$ cat src/rtl/dtps_pkg.sv
package dtps_pkg;

    // Fixed field widths.
    localparam int DIST_W = 8;
    localparam int GAIN_W = 16;
    localparam int FREQ_W = 16;
    localparam int SPAN_W = 3;
    localparam int AVG_W  = 24;
    localparam int MANT_W = 31;

    // Default size of the fractional exponent table.
    localparam int FRAC_TABLE_BITS_DEF = 6;

    // Quotient bits produced by the divider.
    localparam int DIV_STEPS = 16;

    // Register reset values.
    localparam logic [GAIN_W-1:0] GAIN_RST    = 16'd9830;
    localparam logic [DIST_W-1:0] DMIN_RST    = 8'd40;
    localparam logic [DIST_W-1:0] DMAX_RST    = 8'd200;
    localparam logic [FREQ_W-1:0] LOWF_RST    = 16'd1760;
    localparam logic [SPAN_W-1:0] SPAN_RST    = 3'd4;
    localparam logic [AVG_W-1:0]  SMOOTH_RST  = 24'h640000;

    // Register indexes on the configuration port.
    localparam logic [2:0] REG_GAIN = 3'd0;
    localparam logic [2:0] REG_DMIN = 3'd1;
    localparam logic [2:0] REG_DMAX = 3'd2;
    localparam logic [2:0] REG_LOWF = 3'd3;
    localparam logic [2:0] REG_SPAN = 3'd4;

    // Datapath operations selected by the control word.
    typedef enum logic [3:0] {
        OP_NOP,
        OP_WAIT,
        OP_EMA_MUL,
        OP_EMA_UPD,
        OP_XSEL,
        OP_DIV,
        OP_SPAN,
        OP_EXP_MUL,
        OP_EXP_RND,
        OP_FMUL,
        OP_FOUT
    } t_op;

    // Sequencing conditions.
    typedef enum logic [2:0] {
        C_NEXT,
        C_JUMP,
        C_WAIT_IN,
        C_LOOP,
        C_DIRECT,
        C_WAIT_OUT
    } t_cond;

    typedef logic [3:0] t_addr;

    typedef struct packed {
        t_op   op;
        t_cond cond;
        t_addr target;
    } t_uword;

    // Program addresses.
    localparam t_addr A_WAIT    = 4'd0;
    localparam t_addr A_EMA_MUL = 4'd1;
    localparam t_addr A_EMA_UPD = 4'd2;
    localparam t_addr A_XSEL    = 4'd3;
    localparam t_addr A_DIV     = 4'd4;
    localparam t_addr A_SPAN    = 4'd5;
    localparam t_addr A_EXP_MUL = 4'd6;
    localparam t_addr A_EXP_RND = 4'd7;
    localparam t_addr A_FMUL    = 4'd8;
    localparam t_addr A_FOUT    = 4'd9;

    // Control store: one word per program step.
    function automatic t_uword ucode(input t_addr addr);
        t_uword w;
        unique case (addr)
            A_WAIT:    w = '{op: OP_WAIT,    cond: C_WAIT_IN,  target: A_WAIT};
            A_EMA_MUL: w = '{op: OP_EMA_MUL, cond: C_NEXT,     target: A_WAIT};
            A_EMA_UPD: w = '{op: OP_EMA_UPD, cond: C_NEXT,     target: A_WAIT};
            A_XSEL:    w = '{op: OP_XSEL,    cond: C_DIRECT,   target: A_SPAN};
            A_DIV:     w = '{op: OP_DIV,     cond: C_LOOP,     target: A_DIV};
            A_SPAN:    w = '{op: OP_SPAN,    cond: C_NEXT,     target: A_WAIT};
            A_EXP_MUL: w = '{op: OP_EXP_MUL, cond: C_NEXT,     target: A_WAIT};
            A_EXP_RND: w = '{op: OP_EXP_RND, cond: C_LOOP,     target: A_EXP_MUL};
            A_FMUL:    w = '{op: OP_FMUL,    cond: C_NEXT,     target: A_WAIT};
            A_FOUT:    w = '{op: OP_FOUT,    cond: C_WAIT_OUT, target: A_WAIT};
            default:   w = '{op: OP_NOP,     cond: C_JUMP,     target: A_WAIT};
        endcase
        return w;
    endfunction

    // Floor square root of a 64-bit value, digit by digit.
    function automatic logic [63:0] isqrt64(input logic [63:0] n);
        logic [63:0] rem;
        logic [63:0] res;
        logic [63:0] bit_v;
        rem   = n;
        res   = '0;
        bit_v = 64'h4000_0000_0000_0000;
        for (int i = 0; i < 32; i++) begin
            if (rem >= res + bit_v) begin
                rem = rem - (res + bit_v);
                res = (res >> 1) + bit_v;
            end else begin
                res = res >> 1;
            end
            bit_v = bit_v >> 2;
        end
        return res;
    endfunction

    // Root 2^(2^-(j+1)) in Q1.30, each root the square root of the one before.
    function automatic logic [MANT_W-1:0] root_q30(input int j);
        logic [63:0] r;
        r = isqrt64(64'h2000_0000_0000_0000);
        for (int i = 1; i < 16; i++) begin
            if (i <= j) begin
                r = isqrt64(r << 30);
            end
        end
        return r[MANT_W-1:0];
    endfunction

endpackage

$ cat src/rtl/dtps_if.sv
// Input channel: one raw distance per item.
interface dtps_in_if;
    logic                         valid;
    logic                         ready;
    logic [dtps_pkg::DIST_W-1:0]  distance_mm;

    modport source (output valid, output distance_mm, input ready);
    modport sink   (input valid, input distance_mm, output ready);
endinterface

// Output channel: tone frequency and smoothed distance per item.
interface dtps_out_if;
    logic                         valid;
    logic                         ready;
    logic [dtps_pkg::FREQ_W-1:0]  freq_sixteenths;
    logic [15:0]                  filtered_distance;

    modport source (output valid, output freq_sixteenths, output filtered_distance,
                    input ready);
    modport sink   (input valid, input freq_sixteenths, input filtered_distance,
                    output ready);
endinterface

$ cat src/rtl/distance_to_pitch_smoother_core.sv
// Each item runs through the clamp, the moving-average update, the normalisation by a
// 16-step bit-serial divider (bypassed when the average is clamped to an end of the
// range), the exponent loop and the final scale, the multiplies all on one shared
// multiplier. A new input is accepted only after the result enters the output register.
// Reset (synchronous, active low) restores the register defaults, sets the average to
// 100.0 mm and empties the output register.
module distance_to_pitch_smoother_core #(
    parameter int FRAC_TABLE_BITS = dtps_pkg::FRAC_TABLE_BITS_DEF
) (
    input  logic              i_clk,
    input  logic              i_rst_n,
    dtps_in_if.sink           i_in,
    dtps_out_if.source        o_out,
    input  logic              psel,
    input  logic              penable,
    input  logic              pwrite,
    input  logic [4:0]        paddr,
    input  logic [31:0]       pwdata,
    output logic [31:0]       prdata,
    output logic              pready
);

    localparam int IDX_W = $clog2(FRAC_TABLE_BITS);
    localparam int CNT_W = ($clog2(FRAC_TABLE_BITS) > 4) ? $clog2(FRAC_TABLE_BITS) : 4;
    localparam int PROD_W = 2 * dtps_pkg::MANT_W;
    localparam int SH_W = 55;

    // Configuration registers.
    logic [15:0] r_gain;
    logic [7:0]  r_dmin;
    logic [7:0]  r_dmax;
    logic [15:0] r_lowf;
    logic [2:0]  r_span;

    // Sequencer and datapath registers.
    dtps_pkg::t_addr r_step, n_step;
    logic [7:0]  r_d, n_d;
    logic [23:0] r_s, n_s;
    logic        r_up, n_up;
    logic [PROD_W-1:0] r_prod, n_prod;
    logic [16:0] r_x, n_x;
    logic [7:0]  r_rem, n_rem;
    logic [15:0] r_quo, n_quo;
    logic [CNT_W-1:0] r_cnt, n_cnt;
    logic [2:0]  r_k, n_k;
    logic [FRAC_TABLE_BITS-1:0] r_idx, n_idx;
    logic [30:0] r_mant, n_mant;
    logic [15:0] r_freq, n_freq;
    logic [15:0] r_filt, n_filt;
    logic        r_out_valid, n_out_valid;

    dtps_pkg::t_uword w_uw;
    logic        w_in_acc;
    logic        w_out_load;
    logic        w_cfg_wr;
    logic [7:0]  w_dlo;
    logic [7:0]  w_dcl;
    logic [23:0] w_target;
    logic [23:0] w_mag;
    logic [24:0] w_delta;
    logic [23:0] w_dminx;
    logic [23:0] w_dmaxx;
    logic [7:0]  w_div;
    logic        w_inv;
    logic        w_direct;
    logic [23:0] w_num;
    logic [8:0]  w_trial;
    logic        w_ge;
    logic [18:0] w_e;
    logic [IDX_W-1:0] w_root_idx;
    logic [30:0] w_root [FRAC_TABLE_BITS];
    logic [30:0] w_mul_a;
    logic [30:0] w_mul_b;
    logic [PROD_W-1:0] w_mul;
    logic [PROD_W-1:0] w_rnd;
    logic [SH_W-1:0] w_shl;
    logic [SH_W-1:0] w_fr;
    logic [24:0] w_fq;

    // Root constants of the fractional exponent, folded at elaboration.
    for (genvar g = 0; g < FRAC_TABLE_BITS; g++) begin : g_root
        assign w_root[g] = dtps_pkg::root_q30(g);
    end

    // Handshakes.
    assign w_uw       = dtps_pkg::ucode(r_step);
    assign i_in.ready = (r_step == dtps_pkg::A_WAIT);
    assign w_in_acc   = i_in.valid && i_in.ready;
    assign w_out_load = !r_out_valid || o_out.ready;
    assign w_cfg_wr   = psel && penable && pwrite && pready;

    // Input clamp: raise to the lower bound first, then cap at the upper one.
    assign w_dlo = (i_in.distance_mm < r_dmin) ? r_dmin : i_in.distance_mm;
    assign w_dcl = (w_dlo > r_dmax) ? r_dmax : w_dlo;

    // Moving average terms.
    assign w_target = {r_d, 16'h0000};
    assign w_mag    = (w_target >= r_s) ? (w_target - r_s) : (r_s - w_target);
    assign w_delta  = 25'((r_prod[39:0] + 40'd32768) >> 16);

    // Normalisation: end cases bypass the divider.
    assign w_dminx  = {r_dmin, 16'h0000};
    assign w_dmaxx  = {r_dmax, 16'h0000};
    assign w_div    = r_dmax - r_dmin;
    assign w_inv    = (r_dmax <= r_dmin);
    assign w_direct = w_inv || (r_s <= w_dminx) || (r_s >= w_dmaxx);
    assign w_num    = r_s - w_dminx;

    // One restoring divider step.
    assign w_trial = {r_rem, r_quo[15]};
    assign w_ge    = (w_trial >= {1'b0, w_div});

    // Exponent split and root selection.
    assign w_e        = 19'(r_span) * 19'(r_x);
    assign w_root_idx = IDX_W'(FRAC_TABLE_BITS - 1) - r_cnt[IDX_W-1:0];

    // Shared multiplier operand selection.
    always_comb begin
        unique case (w_uw.op)
            dtps_pkg::OP_EMA_MUL: begin
                w_mul_a = 31'(r_gain);
                w_mul_b = 31'(w_mag);
            end
            dtps_pkg::OP_EXP_MUL: begin
                w_mul_a = r_mant;
                w_mul_b = w_root[w_root_idx];
            end
            dtps_pkg::OP_FMUL: begin
                w_mul_a = 31'(r_lowf);
                w_mul_b = r_mant;
            end
            default: begin
                w_mul_a = '0;
                w_mul_b = '0;
            end
        endcase
    end

    assign w_mul = {31'h0, w_mul_a} * {31'h0, w_mul_b};
    assign w_rnd = r_prod + PROD_W'(64'd1 << 29);

    // Final scale by the octave count and rounding; the output step saturates.
    assign w_shl = SH_W'(r_prod[46:0]) << r_k;
    assign w_fr  = w_shl + SH_W'(64'd1 << 29);
    assign w_fq  = w_fr[54:30];

    // Next-address logic of the sequencer.
    always_comb begin
        unique case (w_uw.cond)
            dtps_pkg::C_NEXT:     n_step = r_step + 4'd1;
            dtps_pkg::C_JUMP:     n_step = w_uw.target;
            dtps_pkg::C_WAIT_IN:  n_step = w_in_acc ? r_step + 4'd1 : r_step;
            dtps_pkg::C_LOOP:     n_step = (r_cnt != '0) ? w_uw.target : r_step + 4'd1;
            dtps_pkg::C_DIRECT:   n_step = w_direct ? w_uw.target : r_step + 4'd1;
            dtps_pkg::C_WAIT_OUT: n_step = w_out_load ? w_uw.target : r_step;
            default:              n_step = dtps_pkg::A_WAIT;
        endcase
    end

    // Datapath actions of the current control word.
    always_comb begin
        n_d         = r_d;
        n_s         = r_s;
        n_up        = r_up;
        n_prod      = r_prod;
        n_x         = r_x;
        n_rem       = r_rem;
        n_quo       = r_quo;
        n_cnt       = r_cnt;
        n_k         = r_k;
        n_idx       = r_idx;
        n_mant      = r_mant;
        n_freq      = r_freq;
        n_filt      = r_filt;
        n_out_valid = r_out_valid && !o_out.ready;
        unique case (w_uw.op)
            dtps_pkg::OP_WAIT: begin
                if (w_in_acc) begin
                    n_d = w_dcl;
                end
            end
            dtps_pkg::OP_EMA_MUL: begin
                n_up   = (w_target >= r_s);
                n_prod = w_mul;
            end
            dtps_pkg::OP_EMA_UPD: begin
                n_s = r_up ? (r_s + w_delta[23:0]) : (r_s - w_delta[23:0]);
            end
            dtps_pkg::OP_XSEL: begin
                n_rem = w_num[23:16];
                n_quo = w_num[15:0];
                n_cnt = CNT_W'(dtps_pkg::DIV_STEPS - 1);
                if (w_inv || (r_s <= w_dminx)) begin
                    n_x = 17'h00000;
                end else begin
                    n_x = 17'h10000;
                end
            end
            dtps_pkg::OP_DIV: begin
                n_rem = w_ge ? 8'(w_trial - {1'b0, w_div}) : w_trial[7:0];
                n_quo = {r_quo[14:0], w_ge};
                n_x   = {1'b0, r_quo[14:0], w_ge};
                n_cnt = r_cnt - CNT_W'(1);
            end
            dtps_pkg::OP_SPAN: begin
                n_k    = w_e[18:16];
                n_idx  = w_e[15 -: FRAC_TABLE_BITS];
                n_mant = 31'h4000_0000;
                n_cnt  = CNT_W'(FRAC_TABLE_BITS - 1);
            end
            dtps_pkg::OP_EXP_MUL: begin
                if (r_idx[FRAC_TABLE_BITS-1]) begin
                    n_prod = w_mul;
                end else begin
                    n_prod = {1'b0, r_mant, 30'h0};
                end
            end
            dtps_pkg::OP_EXP_RND: begin
                n_mant = w_rnd[60:30];
                n_idx  = r_idx << 1;
                n_cnt  = r_cnt - CNT_W'(1);
            end
            dtps_pkg::OP_FMUL: begin
                n_prod = w_mul;
            end
            dtps_pkg::OP_FOUT: begin
                if (w_out_load) begin
                    n_freq      = (|w_fq[24:16]) ? 16'hFFFF : w_fq[15:0];
                    n_filt      = r_s[23:8];
                    n_out_valid = 1'b1;
                end
            end
            default: begin
            end
        endcase
    end

    // Control registers, including the average, which reset restores.
    always_ff @(posedge i_clk) begin
        if (!i_rst_n) begin
            r_step      <= dtps_pkg::A_WAIT;
            r_out_valid <= 1'b0;
            r_s         <= dtps_pkg::SMOOTH_RST;
            r_gain      <= dtps_pkg::GAIN_RST;
            r_dmin      <= dtps_pkg::DMIN_RST;
            r_dmax      <= dtps_pkg::DMAX_RST;
            r_lowf      <= dtps_pkg::LOWF_RST;
            r_span      <= dtps_pkg::SPAN_RST;
        end else begin
            r_step      <= n_step;
            r_out_valid <= n_out_valid;
            r_s         <= n_s;
            if (w_cfg_wr) begin
                unique case (paddr[4:2])
                    dtps_pkg::REG_GAIN: r_gain <= pwdata[15:0];
                    dtps_pkg::REG_DMIN: r_dmin <= pwdata[7:0];
                    dtps_pkg::REG_DMAX: r_dmax <= pwdata[7:0];
                    dtps_pkg::REG_LOWF: r_lowf <= pwdata[15:0];
                    dtps_pkg::REG_SPAN: r_span <= pwdata[2:0];
                    default: begin
                    end
                endcase
            end
        end
    end

    // Payload registers.
    always_ff @(posedge i_clk) begin
        r_d    <= n_d;
        r_up   <= n_up;
        r_prod <= n_prod;
        r_x    <= n_x;
        r_rem  <= n_rem;
        r_quo  <= n_quo;
        r_cnt  <= n_cnt;
        r_k    <= n_k;
        r_idx  <= n_idx;
        r_mant <= n_mant;
        r_freq <= n_freq;
        r_filt <= n_filt;
    end

    // Register read-back.
    always_comb begin
        unique case (paddr[4:2])
            dtps_pkg::REG_GAIN: prdata = {16'h0000, r_gain};
            dtps_pkg::REG_DMIN: prdata = {24'h000000, r_dmin};
            dtps_pkg::REG_DMAX: prdata = {24'h000000, r_dmax};
            dtps_pkg::REG_LOWF: prdata = {16'h0000, r_lowf};
            dtps_pkg::REG_SPAN: prdata = {29'h0, r_span};
            default:            prdata = 32'h0;
        endcase
    end

    assign pready                  = 1'b1;
    assign o_out.valid             = r_out_valid;
    assign o_out.freq_sixteenths   = r_freq;
    assign o_out.filtered_distance = r_filt;

`ifndef SYNTHESIS
    // The program counter never leaves the program.
    a_step_range: assert property (@(posedge i_clk) disable iff (!i_rst_n)
        r_step <= dtps_pkg::A_FOUT)
        else $error("sequencer left the program");

    // The partial remainder stays below the divisor throughout the division.
    a_div_rem: assert property (@(posedge i_clk) disable iff (!i_rst_n)
        r_step == dtps_pkg::A_DIV |-> r_rem < w_div)
        else $error("divider remainder reached the divisor");

    // An upward update never overshoots the target.
    a_ema_up: assert property (@(posedge i_clk) disable iff (!i_rst_n)
        r_step == dtps_pkg::A_EMA_UPD && r_up
        |=> r_s >= $past(r_s) && r_s <= $past(w_target))
        else $error("average overshot upwards");

    // A downward update never undershoots the target.
    a_ema_down: assert property (@(posedge i_clk) disable iff (!i_rst_n)
        r_step == dtps_pkg::A_EMA_UPD && !r_up
        |=> r_s <= $past(r_s) && r_s >= $past(w_target))
        else $error("average overshot downwards");

    // The mantissa stays in [1, 2) while the roots are applied.
    a_mant_norm: assert property (@(posedge i_clk) disable iff (!i_rst_n)
        r_step == dtps_pkg::A_EXP_MUL |-> r_mant[30])
        else $error("exponent mantissa out of range");
`endif

endmodule
$ cat src/flat_wrapper.sv
// flat-port wrapper written by rule: the top's interface ports become plain ports
module distance_to_pitch_smoother_core_flat 
#(
    parameter int FRAC_TABLE_BITS = dtps_pkg::FRAC_TABLE_BITS_DEF
)
  (i_clk, i_rst_n, psel, penable, pwrite, paddr, pwdata, prdata, pready, i_in_valid, i_in_distance_mm, i_in_ready, o_out_valid, o_out_freq_sixteenths, o_out_filtered_distance, o_out_ready);
  dtps_in_if i_in_i ();
  dtps_out_if o_out_i ();
  input  logic i_clk;
  input  logic i_rst_n;
  input  logic psel;
  input  logic penable;
  input  logic pwrite;
  input  logic [4:0] paddr;
  input  logic [31:0] pwdata;
  output logic [31:0] prdata;
  output logic pready;
  input wire logic [$bits(i_in_i.valid)-1:0] i_in_valid;
  input wire logic [$bits(i_in_i.distance_mm)-1:0] i_in_distance_mm;
  output wire logic [$bits(i_in_i.ready)-1:0] i_in_ready;
  output wire logic [$bits(o_out_i.valid)-1:0] o_out_valid;
  output wire logic [$bits(o_out_i.freq_sixteenths)-1:0] o_out_freq_sixteenths;
  output wire logic [$bits(o_out_i.filtered_distance)-1:0] o_out_filtered_distance;
  input wire logic [$bits(o_out_i.ready)-1:0] o_out_ready;
  assign i_in_i.valid = i_in_valid;
  assign i_in_i.distance_mm = i_in_distance_mm;
  assign i_in_ready = i_in_i.ready;
  assign o_out_valid = o_out_i.valid;
  assign o_out_freq_sixteenths = o_out_i.freq_sixteenths;
  assign o_out_filtered_distance = o_out_i.filtered_distance;
  assign o_out_i.ready = o_out_ready;
  distance_to_pitch_smoother_core #(.FRAC_TABLE_BITS(FRAC_TABLE_BITS)) u_core (.i_clk(i_clk), .i_rst_n(i_rst_n), .i_in(i_in_i), .o_out(o_out_i), .psel(psel), .penable(penable), .pwrite(pwrite), .paddr(paddr), .pwdata(pwdata), .prdata(prdata), .pready(pready));
endmodule
$ cat config.mk
export PLATFORM = sky130hd
export DESIGN_NAME = distance_to_pitch_smoother_core_flat
export DESIGN_NICKNAME = d
export VERILOG_FILES = /design/src/rtl/dtps_pkg.sv /design/src/rtl/dtps_if.sv /design/src/rtl/distance_to_pitch_smoother_core.sv /design/src/flat_wrapper.sv
export SDC_FILE = /design/constraint.sdc
export NUM_CORES = 2
export LEC_CHECK = 0
export ABC_AREA = 1
export ABC_CLOCK_PERIOD_IN_PS = 9900
export BUFFER_PORTS_ARGS = -buffer_cell sky130_fd_sc_hd__buf_2
export CAP_MARGIN = 20
export CORE_UTILIZATION = 50
export DETAILED_ROUTE_END_ITERATION = 7
export PLACE_DENSITY = 0.66
export SKIP_CTS_REPAIR_TIMING = 1
export SLEW_MARGIN = 20
export SYNTH_ARGS = -nofsm -noshare
export SYNTH_HDL_FRONTEND = slang
export SYNTH_SLANG_ARGS = --single-unit
$ cat constraint.sdc
create_clock -name i_clk -period 9.9 [get_ports i_clk]
set_clock_uncertainty 0.2 [all_clocks]
set_input_delay 0 -clock i_clk [delete_from_list [all_inputs] [get_ports i_clk]]
set_output_delay 0 -clock i_clk [all_outputs]
set_load 0.02 [all_outputs]
==> metrics list <==
- The flow ran to the end, and the final reports show no timing, DRC or antenna violations.
* RR Endpoint: u_core.r_prod[53]
* Endpoint kind of the worst setup timing path: register
* Final non-filler cell total: 7878
* Yosys top cell area share: 34.3%
- After synthesis, flip-flops and latches occupy between 10% and 20% of the total area.
* Number of antenna violations at the first check in global routing: 4
- Summed over all layers, the global routing overflow is 0.
* Power Density: ~130 nW/µm²
- Share of the clock period used by the worst path after layout: 97.0%
- Number of synthesized flops with an enable pin: ~170
- After layout, the minimum clock period comes to 9610 ps.
* Hold Path Cell Cnt: 4
- In the routed layout, each cell is associated on average with a via count of between 5 and 6.
- Drc violations: 0
* Data arrival time of the worst path: just under 10000 ps
* Count of nets after finishing: 7844
- Start point of the worst min-delay path: pwdata[9]
- The first global-routing pass estimated approximately 260000 µm of wire.
- Once placement completed, the tool counted placed cells totaling 7776.
- The region available for standard cell placement spans 98600 µm².
- ~120 I/O pins were placed.
* Slew at the pin with the worst max-slew slack: around 1000 ps
- Total routed wirelength: 171000 µm
- Clock insertion delay at the later pin of the skew report: roughly 590 ps
* Main area contributors after synthesis: fa_1 34%, inv_1 11%, edfxtp_1 10%
- Summed over all cells, the static leakage comes to 27.0 nW.
* Floorplan die height: between 300 and 400 µm
- Among all cell types in the netlist, the one instantiated most often is inv_1.
- Cells with a size suffix above 1 make up roughly 7.7% of the layout.
- Entering global routing, the biggest net connects 64 pins.
- Once the floorplan was initialized, standard cells occupied around 51% of the core.
* Mean routed wirelength per cell: 21.7 µm
- Count of buffers inserted at the top-level ports: between 80 and 90
- After synthesis, the netlist uses 73 different library cells.
- The die covers about 100000 µm².
- GRT Total Usage: about 34%
* Leading area contributor after synthesis: fa_1
- Register-to-Register Path Depth: 32
* Post-synthesis instance total: roughly 6300
- Summed instance area of the synthesized netlist: 49900 µm²
- Largest vdd supply drop: between 0.0001 and 0.00015 V
* CTS sink cnt: around 260
- Setup violations remaining at the end of the flow were counted as 0.
* First-pass iteration count of the detailed router: 6
- In this run, synthesis produced a sequential element count of about 260.
- Clock-pin transition on the worst setup and hold timing paths: 70 ps
- Ranking of synthesized cells by instance count: 1519 x inv_1, 1122 x nand2_1, 855 x fa_1
- Critical Path Most Common Cell: fa_1
* Worst path top cell family by delay: adder cells
- The hold violation total from the final report was 0.
* Setup crit start kind: register
* Headroom to the max-slew limit: 30.2%
- The congestion estimate from routability-driven global placement came to roughly 1.0.
- In the synthesized netlist the dominant register cell turns out to be edfxtp_1.
* Relative area change from synthesis to final layout: 9.97%
* R2r startpoint: u_core.r_cnt[1]
- Of all nets on the critical path, the largest fanout is 9.
- Endpoint required time on the critical path: about 10000 ps
- DRT antenna net count: 0
- Total CTS buffers: 26
- Fmax: 0.104 GHz
* Final count of pins violating max slew: 0
- Critical path's slowest cell: fa_1
- Total negative slack: 0 ps
- The die is 318 µm wide.
* Mean Syn Cell Area: roughly 7.9 µm²
- Row Count: between 100 and 150
- In this run the worst hold path is classified as primary input to register.
- Kind of critical path: register to register
* RSZ-0062 raised after global routing: no
* HPWL reported at the end of detailed placement: 141000 µm
- In this run, the number of DRC markers left after iteration 0 of detailed routing was a little under 4000.
* Clock tree from TritonCTS: done
- Max capacitance violation total: 0
- Post-synthesis async set-or-reset flop share: 0%
- The largest single stage delay on the critical path is between 500 and 600 ps.
- The number of buffers and inverters on the critical path is 8.
- Summing over every cut layer, the via total after detailed routing is ~43000.
- The via count of the first global-routing pass is between 40000 and 50000.
* CTS root buffer: clkbuf_16
- Max Buffers Root-to-Sink: 3
* Total number of H-tree levels: 1
- End point of the most critical hold path: u_core.r_lowf[9]
* Yosys synthesis warning count: 0
- Flop-to-flop setup slack: approximately 300 ps
[report_power, final]
part / internal [mW] / total, mW / leakage (nW) / switching [mW]
Combinational: 1.40 / 4.25 / 24.3 / 2.85
Sequential: 1.38 / 1.52 / 2.25 / 0.145
Clock: 0.621 / 1.12 / 0.465 / 0.494
Total: 3.39 / 6.88 / 27.0 / 3.49
[cells in the final DEF, fill, tap and decap left out, types with 23 or more instances in the layout]
| cell type | synthesis | layout |
|---|---|---|
| inv_1 | 1519 | 1517 |
| nand2_1 | 1122 | 1115 |
| fa_1 | 855 | 855 |
| nor2_1 | 727 | 716 |
| ha_1 | 369 | 364 |
| o21ai_0 | 274 | 267 |
| a21oi_1 | 266 | 252 |
| buf_4 | 19 | 231 |
| edfxtp_1 | 172 | 172 |
| nand3_1 | 148 | 148 |
| dfxtp_1 | 90 | 90 |
| buf_2 | 18 | 83 |
| xor2_1 | 75 | 75 |
| conb_1 | 2 | 62 |
| nor3_1 | 57 | 56 |
| o21ai_1 | 42 | 48 |
| xnor2_1 | 47 | 47 |
| dlygate4sd3_1 | 0 | 44 |
| nand4_1 | 31 | 31 |
| clkbuf_16 | 0 | 28 |
| clkinv_1 | 26 | 25 |
| o21a_1 | 25 | 25 |
| a31oi_1 | 27 | 24 |
| o211ai_1 | 23 | 23 |
[worst min-delay path, stage by stage]
cell and delay [ps]:
dlygate4sd3_1 520, buf_2 120, nand2_1 50, o211ai_1 60
[per-layer routing]
layer	GRT usage, %	vias up	part of all wire (%)
met4	11.7	2	4.3
met3	6.30	333	9.4
met1	48.3	21262	43
met2	51.3	1921	44
met5	0	-	0.0059
li1	-	19522	-
[kinds of logic after synthesis]
logic type	after synthesis	synth area share, %
and+or+nand+nor	2164	17.7
buffers and inverters	1768	13.6
adders and majority gates	1224	43.6
AOI/OAI and AO/OA	765	8.63
DFF	262	14.0
xor gates and xnor gates	123	2.18
muxes	11	0.268
other	2	0.0151
[stage by stage]
step	hold slack [ps]	utilization, %	cell area (µm²)	setup WS, ps	power [mW]
2_1_floorplan	-73.7	-	50100	883	3.98
3_3_place_gp	43.2	53.9	53200	223	5.56
3_5_place_dp	46.4	53.9	53200	108	5.59
4_1_cts	-566	54.9	54100	40.5	6.72
5_1_grt	24.8	55.6	54800	9.62	7.34
6_report	9.28	55.6	54800	295	6.88
[cell type report]
class,instances,area (µm²)
tap,1287,1610
inverter,1553,5830
multi-input combinational,4349,36500
clock buffer,33,748
antenna,3,7.51
clock inverter,15,186
fill,9307,43700
sequential,262,6970
timing repair buffer,376,2940
[flip-flops by register name, indices dropped and copies added (netlist names), 8 cells and up]
name,count
u_core.r_quo,16
u_core.r_gain,16
u_core.o_out.freq_sixteenths,16
u_core.r_dmin,8
u_core.r_prod,46
u_core.r_rem,8
u_core.o_out.filtered_distance,16
u_core.r_dmax,8
u_core.r_x,17
u_core.r_s,24
u_core.w_uw,10
u_core.r_mant,31
u_core.r_d,8
u_core.r_lowf,16
[worst max-delay path by stage]
stage / slack (ps) / depth (start not counted) / startpoint / end
5_1_grt: 10 / 41 / u_core.r_d[5] / u_core.r_prod[58]
4_1_cts: 40 / 41 / u_core.r_s[17] / u_core.r_prod[58]
2_1_floorplan: 880 / 42 / u_core.r_s[17] / u_core.r_prod[52]
3_5_place_dp: 110 / 41 / u_core.r_s[17] / u_core.r_prod[58]
6_report: 290 / 32 / u_core.r_cnt[1] / u_core.r_prod[53]
3_3_place_gp: 220 / 39 / u_core.r_d[1] / u_core.r_prod[58]
No activity file was read; power rests on OpenSTA's default activity.
